[src/hw/rtl/mif_pkg.sv]
// Shared types, constants and microcode for the mixer IIR filter.
// Used by mif_sequencer, mif_mac and mixer_iir_filter; no dependencies.
`timescale 1ns / 1ps
`default_nettype none

package mif_pkg;

  localparam int SAMPLE_BITS = 12;
  localparam int DIFF_W      = SAMPLE_BITS + 1;
  localparam int X_W         = 2 * SAMPLE_BITS + 1;
  localparam int COEF_W      = 24;
  localparam int Y_W         = 24;
  localparam int HIST_DEPTH  = 4;
  localparam int MUL_A_W     = (COEF_W > DIFF_W) ? COEF_W : DIFF_W;
  localparam int MUL_B_W     = (X_W > Y_W) ? X_W : Y_W;
  localparam int PROD_W      = MUL_A_W + MUL_B_W;
  localparam int CFG_IDX_W   = 3;
  localparam int CFG_DATA_W  = COEF_W;
  localparam int STEP_W      = 4;

  localparam logic signed [Y_W-1:0] Y_MAX = {1'b0, {(Y_W-1){1'b1}}};
  localparam logic signed [Y_W-1:0] Y_MIN = {1'b1, {(Y_W-1){1'b0}}};
  localparam logic [SAMPLE_BITS-1:0] DAC_MAX = '1;

  localparam logic [SAMPLE_BITS-1:0] OFFSET_RESET = 12'd620;
  localparam logic signed [COEF_W-1:0] B0_RESET = 24'sd1049;
  localparam logic signed [COEF_W-1:0] B2_RESET = -24'sd2097;
  localparam logic signed [COEF_W-1:0] B4_RESET = 24'sd1049;
  localparam logic signed [COEF_W-1:0] A1_RESET = 24'sd3319792;
  localparam logic signed [COEF_W-1:0] A2_RESET = -24'sd4632609;
  localparam logic signed [COEF_W-1:0] A3_RESET = 24'sd3175088;
  localparam logic signed [COEF_W-1:0] A4_RESET = -24'sd959447;

  typedef struct packed {
    logic [SAMPLE_BITS-1:0] sample_first;
    logic [SAMPLE_BITS-1:0] sample_second;
  } in_word_t;

  typedef struct packed {
    logic [SAMPLE_BITS-1:0] dac_code;
    logic                   clipped;
  } out_word_t;

  typedef enum logic [CFG_IDX_W-1:0] {
    REG_OFFSET, REG_B0, REG_B2, REG_B4, REG_A1, REG_A2, REG_A3, REG_A4
  } cfg_reg_t;

  typedef enum logic [2:0] {
    MA_DIFF, MA_B0, MA_B2, MA_B4, MA_A1, MA_A2, MA_A3, MA_A4
  } mul_a_sel_t;

  typedef enum logic [2:0] {
    MB_DIFF, MB_X0, MB_PH1, MB_PH3, MB_OH0, MB_OH1, MB_OH2, MB_OH3
  } mul_b_sel_t;

  typedef enum logic [1:0] {
    ACC_HOLD, ACC_LOAD, ACC_ADD
  } acc_op_t;

  typedef enum logic [1:0] {
    WAIT_NONE, WAIT_IN, WAIT_OUT
  } wait_t;

  typedef enum logic [STEP_W-1:0] {
    ST_IDLE, ST_X0, ST_T_B2, ST_T_B4, ST_T_B0,
    ST_T_A1, ST_T_A2, ST_T_A3, ST_T_A4, ST_FINISH
  } step_t;

  typedef struct packed {
    mul_a_sel_t mul_a;
    mul_b_sel_t mul_b;
    acc_op_t    acc_op;
    logic       x0_load;
    logic       finish;
    wait_t      wait_on;
    step_t      next_step;
  } ctrl_word_t;

  typedef struct packed {
    logic in_fire;
    logic out_free;
  } seq_cond_t;

  function automatic int acc_width(input int frac_bits);
    int raw;
    raw = PROD_W - frac_bits + 3;
    return (raw > Y_W + 1) ? raw : Y_W + 1;
  endfunction

  function automatic ctrl_word_t uword(input mul_a_sel_t ma, input mul_b_sel_t mb,
                                       input acc_op_t op, input logic x0l,
                                       input logic fin, input wait_t wt,
                                       input step_t nxt);
    ctrl_word_t w;
    w.mul_a     = ma;
    w.mul_b     = mb;
    w.acc_op    = op;
    w.x0_load   = x0l;
    w.finish    = fin;
    w.wait_on   = wt;
    w.next_step = nxt;
    return w;
  endfunction

  // Product issued in one step is accumulated in the next.
  function automatic ctrl_word_t ucode_rom(input step_t step);
    ctrl_word_t w;
    unique case (step)
      ST_IDLE:   w = uword(MA_DIFF, MB_DIFF, ACC_HOLD, 1'b0, 1'b0, WAIT_IN,   ST_X0);
      ST_X0:     w = uword(MA_B2,   MB_PH1,  ACC_HOLD, 1'b1, 1'b0, WAIT_NONE, ST_T_B2);
      ST_T_B2:   w = uword(MA_B4,   MB_PH3,  ACC_LOAD, 1'b0, 1'b0, WAIT_NONE, ST_T_B4);
      ST_T_B4:   w = uword(MA_B0,   MB_X0,   ACC_ADD,  1'b0, 1'b0, WAIT_NONE, ST_T_B0);
      ST_T_B0:   w = uword(MA_A1,   MB_OH0,  ACC_ADD,  1'b0, 1'b0, WAIT_NONE, ST_T_A1);
      ST_T_A1:   w = uword(MA_A2,   MB_OH1,  ACC_ADD,  1'b0, 1'b0, WAIT_NONE, ST_T_A2);
      ST_T_A2:   w = uword(MA_A3,   MB_OH2,  ACC_ADD,  1'b0, 1'b0, WAIT_NONE, ST_T_A3);
      ST_T_A3:   w = uword(MA_A4,   MB_OH3,  ACC_ADD,  1'b0, 1'b0, WAIT_NONE, ST_T_A4);
      ST_T_A4:   w = uword(MA_DIFF, MB_DIFF, ACC_ADD,  1'b0, 1'b0, WAIT_NONE, ST_FINISH);
      ST_FINISH: w = uword(MA_DIFF, MB_DIFF, ACC_HOLD, 1'b0, 1'b1, WAIT_OUT,  ST_IDLE);
      default:   w = uword(MA_DIFF, MB_DIFF, ACC_HOLD, 1'b0, 1'b0, WAIT_NONE, ST_IDLE);
    endcase
    return w;
  endfunction

endpackage

`default_nettype wire

[src/hw/rtl/mif_sequencer.sv]
// Step counter and microcode fetch for the mixer IIR filter.
// Depends on mif_pkg for the control word, step codes and ROM.
`timescale 1ns / 1ps
`default_nettype none

module mif_sequencer import mif_pkg::*; (
  input  wire logic       clk,
  input  wire logic       rst,
  input  wire seq_cond_t  cond,
  output ctrl_word_t      ctrl
);

  step_t step;
  step_t step_next;
  logic  advance;

  always_comb begin
    ctrl = ucode_rom(step);
  end

  always_comb begin
    unique case (ctrl.wait_on)
      WAIT_NONE: advance = 1'b1;
      WAIT_IN:   advance = cond.in_fire;
      WAIT_OUT:  advance = cond.out_free;
      default:   advance = 1'b0;
    endcase
    step_next = advance ? ctrl.next_step : step;
  end

  always_ff @(posedge clk) begin
    if (rst) begin
      step <= ST_IDLE;
    end else begin
      step <= step_next;
    end
  end

endmodule

`default_nettype wire

[src/hw/rtl/mif_mac.sv]
// Shared multiplier with registered product, floor shift and accumulator.
// Depends on mif_pkg for operand and product widths.
`timescale 1ns / 1ps
`default_nettype none

module mif_mac import mif_pkg::*; #(
  parameter int COEF_FRAC_BITS = 20,
  parameter int ACC_W          = 32
) (
  input  wire logic                       clk,
  input  wire acc_op_t                    acc_op,
  input  wire logic signed [MUL_A_W-1:0]  mul_a,
  input  wire logic signed [MUL_B_W-1:0]  mul_b,
  output logic signed [PROD_W-1:0]        prod,
  output logic signed [ACC_W-1:0]         acc
);

  localparam int TERM_W = PROD_W - COEF_FRAC_BITS;

  logic signed [TERM_W-1:0] term;
  logic signed [ACC_W-1:0]  term_ext;
  logic signed [ACC_W-1:0]  acc_next;

  // drop fraction bits: arithmetic shift floors toward minus infinity
  assign term     = prod[PROD_W-1:COEF_FRAC_BITS];
  assign term_ext = ACC_W'(term);

  always_comb begin
    unique case (acc_op)
      ACC_LOAD: acc_next = term_ext;
      ACC_ADD:  acc_next = acc + term_ext;
      default:  acc_next = acc;
    endcase
  end

  always_ff @(posedge clk) begin
    prod <= mul_a * mul_b;
    acc  <= acc_next;
  end

endmodule

`default_nettype wire

[src/hw/rtl/mixer_iir_filter.sv]
// Top level: mixer, fourth-order direct-form-I IIR filter and DAC clamp.
// Depends on mif_pkg, mif_sequencer and mif_mac.
//
//   channel  direction  handshake              word
//   in       input      in_valid / in_ready    in_word_t  (two raw samples)
//   out      output     out_valid / out_ready  out_word_t (DAC code, clip flag)
//   cfg      input      cfg_valid / cfg_ready  cfg_index, cfg_data
//
// Each word is worked through the steps X0, T_B2, T_B4, T_B0, T_A1, T_A2,
// T_A3, T_A4 and FINISH, in that order, on the single shared multiplier
// that forms the mixer product and all seven taps. A new word is taken
// only after the previous result is registered, so words do not overlap.
// rst clears the step counter, configuration registers to defaults and filter history.
// A stalled output holds the sequencer in its final step; cfg never stalls.
`timescale 1ns / 1ps
`default_nettype none

module mixer_iir_filter import mif_pkg::*; #(
  parameter int COEF_FRAC_BITS = 20
) (
  input  wire logic                   clk,
  input  wire logic                   rst,
  input  wire logic                   in_valid,
  output logic                        in_ready,
  input  wire in_word_t               in_data,
  output logic                        out_valid,
  input  wire logic                   out_ready,
  output out_word_t                   out_data,
  input  wire logic                   cfg_valid,
  output logic                        cfg_ready,
  input  wire logic [CFG_IDX_W-1:0]   cfg_index,
  input  wire logic [CFG_DATA_W-1:0]  cfg_data
);

  localparam int ACC_W = acc_width(COEF_FRAC_BITS);

  logic [SAMPLE_BITS-1:0]   sample_offset;
  logic signed [COEF_W-1:0] coef_b0, coef_b2, coef_b4;
  logic signed [COEF_W-1:0] coef_a1, coef_a2, coef_a3, coef_a4;

  logic signed [X_W-1:0] x0;
  logic signed [X_W-1:0] prod_hist [HIST_DEPTH];
  logic signed [Y_W-1:0] out_hist  [HIST_DEPTH];

  ctrl_word_t ctrl;
  seq_cond_t  cond;
  logic       in_fire;
  logic       out_free;
  logic       fin_fire;

  logic signed [DIFF_W-1:0]  diff_first, diff_second;
  logic signed [MUL_A_W-1:0] mul_a;
  logic signed [MUL_B_W-1:0] mul_b;
  logic signed [PROD_W-1:0]  prod;
  logic signed [ACC_W-1:0]   acc;

  logic                   acc_fits;
  logic signed [Y_W-1:0]  y_sat;
  logic signed [Y_W:0]    dac_sum;
  logic [SAMPLE_BITS-1:0] dac_code;
  logic                   dac_clamp;

  assign in_ready  = (ctrl.wait_on == WAIT_IN);
  assign in_fire   = in_valid && in_ready;
  assign out_free  = !out_valid || out_ready;
  assign fin_fire  = ctrl.finish && out_free;
  assign cfg_ready = 1'b1;

  assign cond.in_fire  = in_fire;
  assign cond.out_free = out_free;

  mif_sequencer u_seq (
    .clk  (clk),
    .rst  (rst),
    .cond (cond),
    .ctrl (ctrl)
  );

  // configuration registers
  always_ff @(posedge clk) begin
    if (rst) begin
      sample_offset <= OFFSET_RESET;
      coef_b0       <= B0_RESET;
      coef_b2       <= B2_RESET;
      coef_b4       <= B4_RESET;
      coef_a1       <= A1_RESET;
      coef_a2       <= A2_RESET;
      coef_a3       <= A3_RESET;
      coef_a4       <= A4_RESET;
    end else if (cfg_valid && cfg_ready) begin
      unique case (cfg_reg_t'(cfg_index))
        REG_OFFSET: sample_offset <= cfg_data[SAMPLE_BITS-1:0];
        REG_B0:     coef_b0 <= cfg_data[COEF_W-1:0];
        REG_B2:     coef_b2 <= cfg_data[COEF_W-1:0];
        REG_B4:     coef_b4 <= cfg_data[COEF_W-1:0];
        REG_A1:     coef_a1 <= cfg_data[COEF_W-1:0];
        REG_A2:     coef_a2 <= cfg_data[COEF_W-1:0];
        REG_A3:     coef_a3 <= cfg_data[COEF_W-1:0];
        REG_A4:     coef_a4 <= cfg_data[COEF_W-1:0];
        default:    sample_offset <= sample_offset;
      endcase
    end
  end

  // remove offset from both samples
  assign diff_first  = $signed({1'b0, in_data.sample_first})  - $signed({1'b0, sample_offset});
  assign diff_second = $signed({1'b0, in_data.sample_second}) - $signed({1'b0, sample_offset});

  always_comb begin
    unique case (ctrl.mul_a)
      MA_DIFF: mul_a = MUL_A_W'(diff_first);
      MA_B0:   mul_a = MUL_A_W'(coef_b0);
      MA_B2:   mul_a = MUL_A_W'(coef_b2);
      MA_B4:   mul_a = MUL_A_W'(coef_b4);
      MA_A1:   mul_a = MUL_A_W'(coef_a1);
      MA_A2:   mul_a = MUL_A_W'(coef_a2);
      MA_A3:   mul_a = MUL_A_W'(coef_a3);
      MA_A4:   mul_a = MUL_A_W'(coef_a4);
      default: mul_a = '0;
    endcase
  end

  always_comb begin
    unique case (ctrl.mul_b)
      MB_DIFF: mul_b = MUL_B_W'(diff_second);
      MB_X0:   mul_b = MUL_B_W'(x0);
      MB_PH1:  mul_b = MUL_B_W'(prod_hist[1]);
      MB_PH3:  mul_b = MUL_B_W'(prod_hist[3]);
      MB_OH0:  mul_b = MUL_B_W'(out_hist[0]);
      MB_OH1:  mul_b = MUL_B_W'(out_hist[1]);
      MB_OH2:  mul_b = MUL_B_W'(out_hist[2]);
      MB_OH3:  mul_b = MUL_B_W'(out_hist[3]);
      default: mul_b = '0;
    endcase
  end

  mif_mac #(
    .COEF_FRAC_BITS (COEF_FRAC_BITS),
    .ACC_W          (ACC_W)
  ) u_mac (
    .clk    (clk),
    .acc_op (ctrl.acc_op),
    .mul_a  (mul_a),
    .mul_b  (mul_b),
    .prod   (prod),
    .acc    (acc)
  );

  always_ff @(posedge clk) begin
    if (ctrl.x0_load) begin
      x0 <= prod[X_W-1:0];
    end
  end

  // saturate filter sum to the output history width
  assign acc_fits = (acc[ACC_W-1:Y_W-1] == '0) || (acc[ACC_W-1:Y_W-1] == '1);
  assign y_sat    = acc_fits ? acc[Y_W-1:0] : (acc[ACC_W-1] ? Y_MIN : Y_MAX);

  // add offset back and clamp to DAC range
  assign dac_sum = (Y_W+1)'(y_sat) + $signed({{(Y_W+1-SAMPLE_BITS){1'b0}}, sample_offset});

  always_comb begin
    if (dac_sum[Y_W]) begin
      dac_code  = '0;
      dac_clamp = 1'b1;
    end else if (dac_sum[Y_W-1:SAMPLE_BITS] != '0) begin
      dac_code  = DAC_MAX;
      dac_clamp = 1'b1;
    end else begin
      dac_code  = dac_sum[SAMPLE_BITS-1:0];
      dac_clamp = 1'b0;
    end
  end

  // advance filter history
  always_ff @(posedge clk) begin
    if (rst) begin
      for (int i = 0; i < HIST_DEPTH; i++) begin
        prod_hist[i] <= '0;
        out_hist[i]  <= '0;
      end
    end else if (fin_fire) begin
      for (int i = HIST_DEPTH - 1; i > 0; i--) begin
        prod_hist[i] <= prod_hist[i-1];
        out_hist[i]  <= out_hist[i-1];
      end
      prod_hist[0] <= x0;
      out_hist[0]  <= y_sat;
    end
  end

  always_ff @(posedge clk) begin
    if (rst) begin
      out_valid <= 1'b0;
    end else if (fin_fire) begin
      out_valid <= 1'b1;
    end else if (out_ready) begin
      out_valid <= 1'b0;
    end
  end

  always_ff @(posedge clk) begin
    if (fin_fire) begin
      out_data.dac_code <= dac_code;
      out_data.clipped  <= !acc_fits || dac_clamp;
    end
  end

  a_leave_idle: assert property (@(posedge clk) disable iff (rst)
    in_fire |=> !in_ready)
    else $error("sequencer stayed ready after taking a word");

  a_result_registered: assert property (@(posedge clk) disable iff (rst)
    fin_fire |=> out_valid)
    else $error("finished word not presented on output");

  a_idle_not_finish: assert property (@(posedge clk) disable iff (rst)
    !(in_ready && ctrl.finish))
    else $error("input accept and finish in the same step");

endmodule

`default_nettype wire
[config.mk]
export PLATFORM = sky130hd
export DESIGN_NAME = mixer_iir_filter
export DESIGN_NICKNAME = d
export VERILOG_FILES = /design/src/hw/rtl/mif_pkg.sv /design/src/hw/rtl/mif_sequencer.sv /design/src/hw/rtl/mif_mac.sv /design/src/hw/rtl/mixer_iir_filter.sv
export SDC_FILE = /design/constraint.sdc
export NUM_CORES = 2
export LEC_CHECK = 0
export ABC_AREA = 1
export BUFFER_PORTS_ARGS = -buffer_cell sky130_fd_sc_hd__buf_2
export CORE_ASPECT_RATIO = 1.4
export CORE_MARGIN = 2
export CORE_UTILIZATION = 59
export DETAILED_ROUTE_END_ITERATION = 8
export PLACE_DENSITY = 0.75
export RECOVER_POWER = 100
export SLEW_MARGIN = 20
export SYNTH_ARGS = -nofsm -noshare
export SYNTH_HDL_FRONTEND = slang
export SYNTH_SLANG_ARGS = --single-unit
[constraint.sdc]
create_clock -name clk -period 29.1 [get_ports clk]
set_input_delay 5.82 -clock clk [delete_from_list [all_inputs] [get_ports clk]]
set_output_delay 5.82 -clock clk [all_outputs]
set_load 0.05 [all_outputs]
# --- Yosys cells after proc, flatten, opt, wreduce, memory -nomap -nowiden ---
# Memories as Yosys holds them, arrays and structs flattened. A register that Yosys moved wholly into a read port is not among the register bits.
# Cells that the tools add are included.
classes:
  n_mul: 1
  n_mux: 26
  addsub: 4
  order_cmp: 0
  n_reduce_logical: 23
  eq_ne: 26
  shifts: 0
  div_mod_pow: 0
  bitwise: 8
ops:
  columns: ["operator", "count"]
  rows:
  - ["25-bit one-hot mux with 8 select lines", 1]
  - ["24-bit one-hot mux with 8 select lines", 1]
  - ["24-bit two-way mux", 6]
  - ["25-bit two-way mux", 4]
  - ["32-bit one-hot mux with 2 select lines", 1]
  - ["24-bit by 25-bit multiplier with 49-bit output", 1]
  - ["3-bit equality test, second input constant", 12]
  - ["32-bit by 29-bit adder with 32-bit output", 1]
  - ["12-bit by 12-bit subtractor with 13-bit output", 2]
  - ["24-bit by 13-bit adder with 25-bit output", 1]
  - ["3-bit by 2-bit equality test with 1-bit output, second input constant", 6]
  - ["2-bit AND reduction", 8]
  - ["12-bit two-way mux", 1]
  - ["12-bit nonzero test", 1]
  - ["3-bit by 1-bit equality test with 1-bit output, second input constant", 3]
  - ["9-bit equality test, second input constant", 1]
  - ["3-bit logical NOT", 3]
  - ["9-bit logical NOT", 1]
  - ["1-bit two-way mux", 9]
  - ["4-bit two-way mux", 2]
  - ["1-bit bitwise OR", 8]
  - ["2-bit by 1-bit equality test with 1-bit output, second input constant", 2]
  - ["2-bit equality test, second input constant", 2]
  - ["2-bit nonzero test", 2]
  - ["5 further kinds", 9]
totals:
  wordCells: 106
  inputBits: 56
  rom_bits: 256
  mem_count: 3
  latchBits: 0
  mem_bits_rw: 196
  reg_bits: 304
  out_inout_bits: 16
memory_table:
  columns: ["name", "depth", "width", "rd", "rd_ports_with_merged_regs", "write_ports", "line_no", "text"]
  rows:
  - ["(name not given)", 16, 16, 1, 1, 0, "mif_pkg.sv:108", "unique case (step)"]
  - ["prod_hist", 4, 25, 4, 0, 4, "mixer_iir_filter.sv:42", "logic signed [X_W-1:0] prod_hist [HIST_DEPTH];"]
  - ["out_hist", 4, 24, 4, 0, 4, "mixer_iir_filter.sv:43", "logic signed [Y_W-1:0] out_hist [HIST_DEPTH];"]

# --- Depth between registers and ports, before layout ---
logic_depth:
  word_depth: 8
  mapped_depth: 47
  ltp_nobuf: 45

# --- By module ---
# A second synthesis with hierarchy kept.
hier_totals:
  cells_unflattened: 6109
  area_unflattened_um2: 48564.1
modules_own_cells:
  columns: ["mod", "n_inst", "seq_area_each_um2", "cells_per_inst", "area_per_inst_um2"]
  rows:
  - ["mif_mac", 1, 1941.9, 3788, 28436.0]
  - ["mixer_iir_filter", 1, 10650.2, 2232, 19393.6]
  - ["mif_sequencer", 1, 320.3, 89, 734.5]

# --- Worst setup path after synthesis ---
# Ideal clock, no wire load.
synth_timing:
  kind: "input to register"
  from: "in out_ready"
  to: "mem out_hist[0][0] (enable)"
  required_ps: 28077
  setup_time_ps: 1023
  path_slack_ps: 8530
  n_path_buf: 0
  stages: 2
  arrival_ps: 19548
  path_cell_list: "nor2_1 o21ai_0"
synth_rtl:
  columns: ["element", "line_no", "text"]
  rows:
  - ["start: declaration", "mixer_iir_filter.sv:27", "input wire logic out_ready,"]
  - ["end: declaration", "mixer_iir_filter.sv:43", null]

==> results.cfg <==
[route]
drtAntennaViolNets = 0
drt_iter0_markers = 3065
wl_per_cell_um = 21.5
firstDrtPassIters = 6
drc_errors = 0
drt-total-wl_um = 134000
num_vias = 36100
vias_per_cell = 5.78

[setup_path]
crit_path_end_kind = flip-flop
worstPathRequired_ns = 28.99
reg2reg_depth = 30
worst-path-max-fanout = 196
startpoint_type = primary input
r2r-end = u_mac.prod[47]
r2r_slack_ns = 18.52
worstReg2RegStart = u_seq.ctrl[13]
arrival_ns = 16.30
worstSetupPathType = primary input to flip-flop

[sta]
slew_viol_final = 694
finalSetupViolCount = 0
post-route-period-util_pct = 56.4
max_freq_mhz = 61.0
finalSetupTns_ns = 0
rsz0062_at_grt = false
fin_skew_ns = 0.0228
hold_violations = 0
maxSlewHeadroom_pct = -599
layout_min_cycle_time_ns = 16.40
worstMarginPinSlew_ns = 10.48

[placement]
hpwlAfterDp_um = 100000
portBuffers = 70
gp_congestion = 0.983

[global_routing]
grt_pass1_wl_um = 206000
grt_pass1_vias = 37500
grt_usage_pct = 34.4
grt_max_degree = 197
antenna_found_initial = 2
grt-ovfl-total = 0

[clock_network]
cts_hold_buf = 0
cts.sink_count = 512
post-cts-setup-buffers = 0
clkTransAtPathRegs_ns = 0.07
ctsResizeCount = 0
cts_tree = done
root_buffer = clkbuf_16
clock_latency_ns = 0.62
clockBufferDepth = 3
cts_buffers = 48
h-tree-depth = 2

[synthesis]
synth_cell_type_count = 55
synth.top_cell.area_share_pct = 28.0
synth_top_area_cell = fa_1
synthFlopType = edfxtp_1
synth_warnings = 0
syn_area_um2 = 45400
yosysMostFrequentCell = inv_1
async_reset_ff_share_pct = 0
avgSynthCellArea_um2 = 8.61
ys_ff_latch = 512
syn_nets = 6165
yosys-top-cells-area = fa_1, edfxtp_1, dfxtp_1, inv_1, nand2_1
ys_seq_area_share_pct = 28.5
synth_commonest_cells = inv_1, nand2_1, nor2_1, fa_1, edfxtp_1
synth_edf_count = 266
synth_cells = 5269

[die]
ios = 72
dieHeight_um = 332
die_x_um = 238
dieArea_um2 = 79100
initial_utilization_pct = 59.5
row_count = 120
coreArea_um2 = 76300

[outcome]
violations = capacitance limit, slew limit
status = complete, but fails checks

[layout]
fillers = 6385
syn2layout_area_growth_pct = 6.03
final_nets = 6124
drive_gt1_share_pct = 4.33

[worst_hold_path]
hold_depth = 0
whs_endpoint = x0[4]
worstHoldStart = u_mac.prod[4]
hp-class = flip-flop to flip-flop

[job]
max_cap_violations = 8
-- through the flow --
step                      hold WS (ns)  setup WS [ns]  std cells  util [%]  area, µm²
after CTS                        0.387          14.34       6244      63.1      48200
after global placement           0.386          13.91       6154      60.9      46400
final                            0.399          12.70       6246      63.0      48100
after floorplan                  0.386           8.53       5269         -      45400
after detailed placement         0.389          13.74       6154      60.9      46500
after global routing             0.406          12.00       6245      63.0      48100
-- logic make-up after synthesis --
group / synth area share (%)
and+or+nand+nor: 16.5
other: 0.00827
DFF: 28.5
buffers and inverters: 11.1
adders and majority gates: 33.7
xor gates and xnor gates: 2.07
AOI/OAI and AO/OA: 8.21
-- metal layers --
metal  vias to the layer above  routed length, µm  track usage [%]
met1                     17500              44400             37.9
li1                      16100                  -                -
met4                         2              13600             28.8
met5                         -                  9                0
met2                      1869              64900             57.6
met3                       633              11200             6.20
-- layout by cell type (no fill, tap or decap), types with 33 or more instances in the layout --
cell type / Yosys / layout
a221oi_1: 58 / 58
nand2_1: 927 / 930
a21oi_1: 177 / 176
buf_4: 7 / 34
a22oi_1: 33 / 33
xnor2_1: 42 / 42
edfxtp_1: 266 / 266
dfxtp_1: 246 / 246
xor2_1: 65 / 65
buf_2: 62 / 53
nand3_1: 157 / 157
inv_1: 1068 / 1068
nor2_1: 742 / 737
o21ai_0: 203 / 206
fa_1: 634 / 634
ha_1: 206 / 206
clkbuf_16: 0 / 50
-- worst max-delay path by stage --
stage	cells past startpoint	start	endpoint	slack, ns
final	4	rst	out_hist[0][21]	12.70
after global routing	4	rst	prod_hist[0][1]	12.00
after global placement	41	in_data[0]	u_mac.prod[46]	13.91
after floorplan	2	out_ready	out_hist[0][0]	8.53
after CTS	41	in_data[0]	u_mac.prod[46]	14.34
after detailed placement	41	in_data[0]	u_mac.prod[46]	13.74
-- final cells by class --
| cell class | count | area, µm² | share of cell area (%) |
|---|---|---|---|
| repair buffers | 111 | 611 | 1.27 |
| clock buffers | 60 | 1340 | 2.78 |
| flip-flops and latches | 512 | 12900 | 26.9 |
| multi-input cells | 3454 | 27500 | 57.2 |
| inverters | 1101 | 4130 | 8.60 |
| well taps | 976 | 1220 | 2.54 |
| clock inverters | 30 | 368 | 0.765 |
| diodes | 2 | 5.00 | 0.0104 |
-- worst max-delay path, cell delays in order --
cell and delay [ns]:
clkbuf_1 0.16, clkinvlp_2 2.24, o21ai_4 0.54, clkbuf_1 7.03
-- sequential cells by signal (all words and copies together) (netlist names), 25 cells and up --
signal and count:
u_mac.acc 32, u_mac.prod 49, prod_hist 100, out_hist 96, x0 25
Power is left out: the tool's default activity adds up to more than one toggle a clock period on the data nets, which glitch-free logic cannot reach.
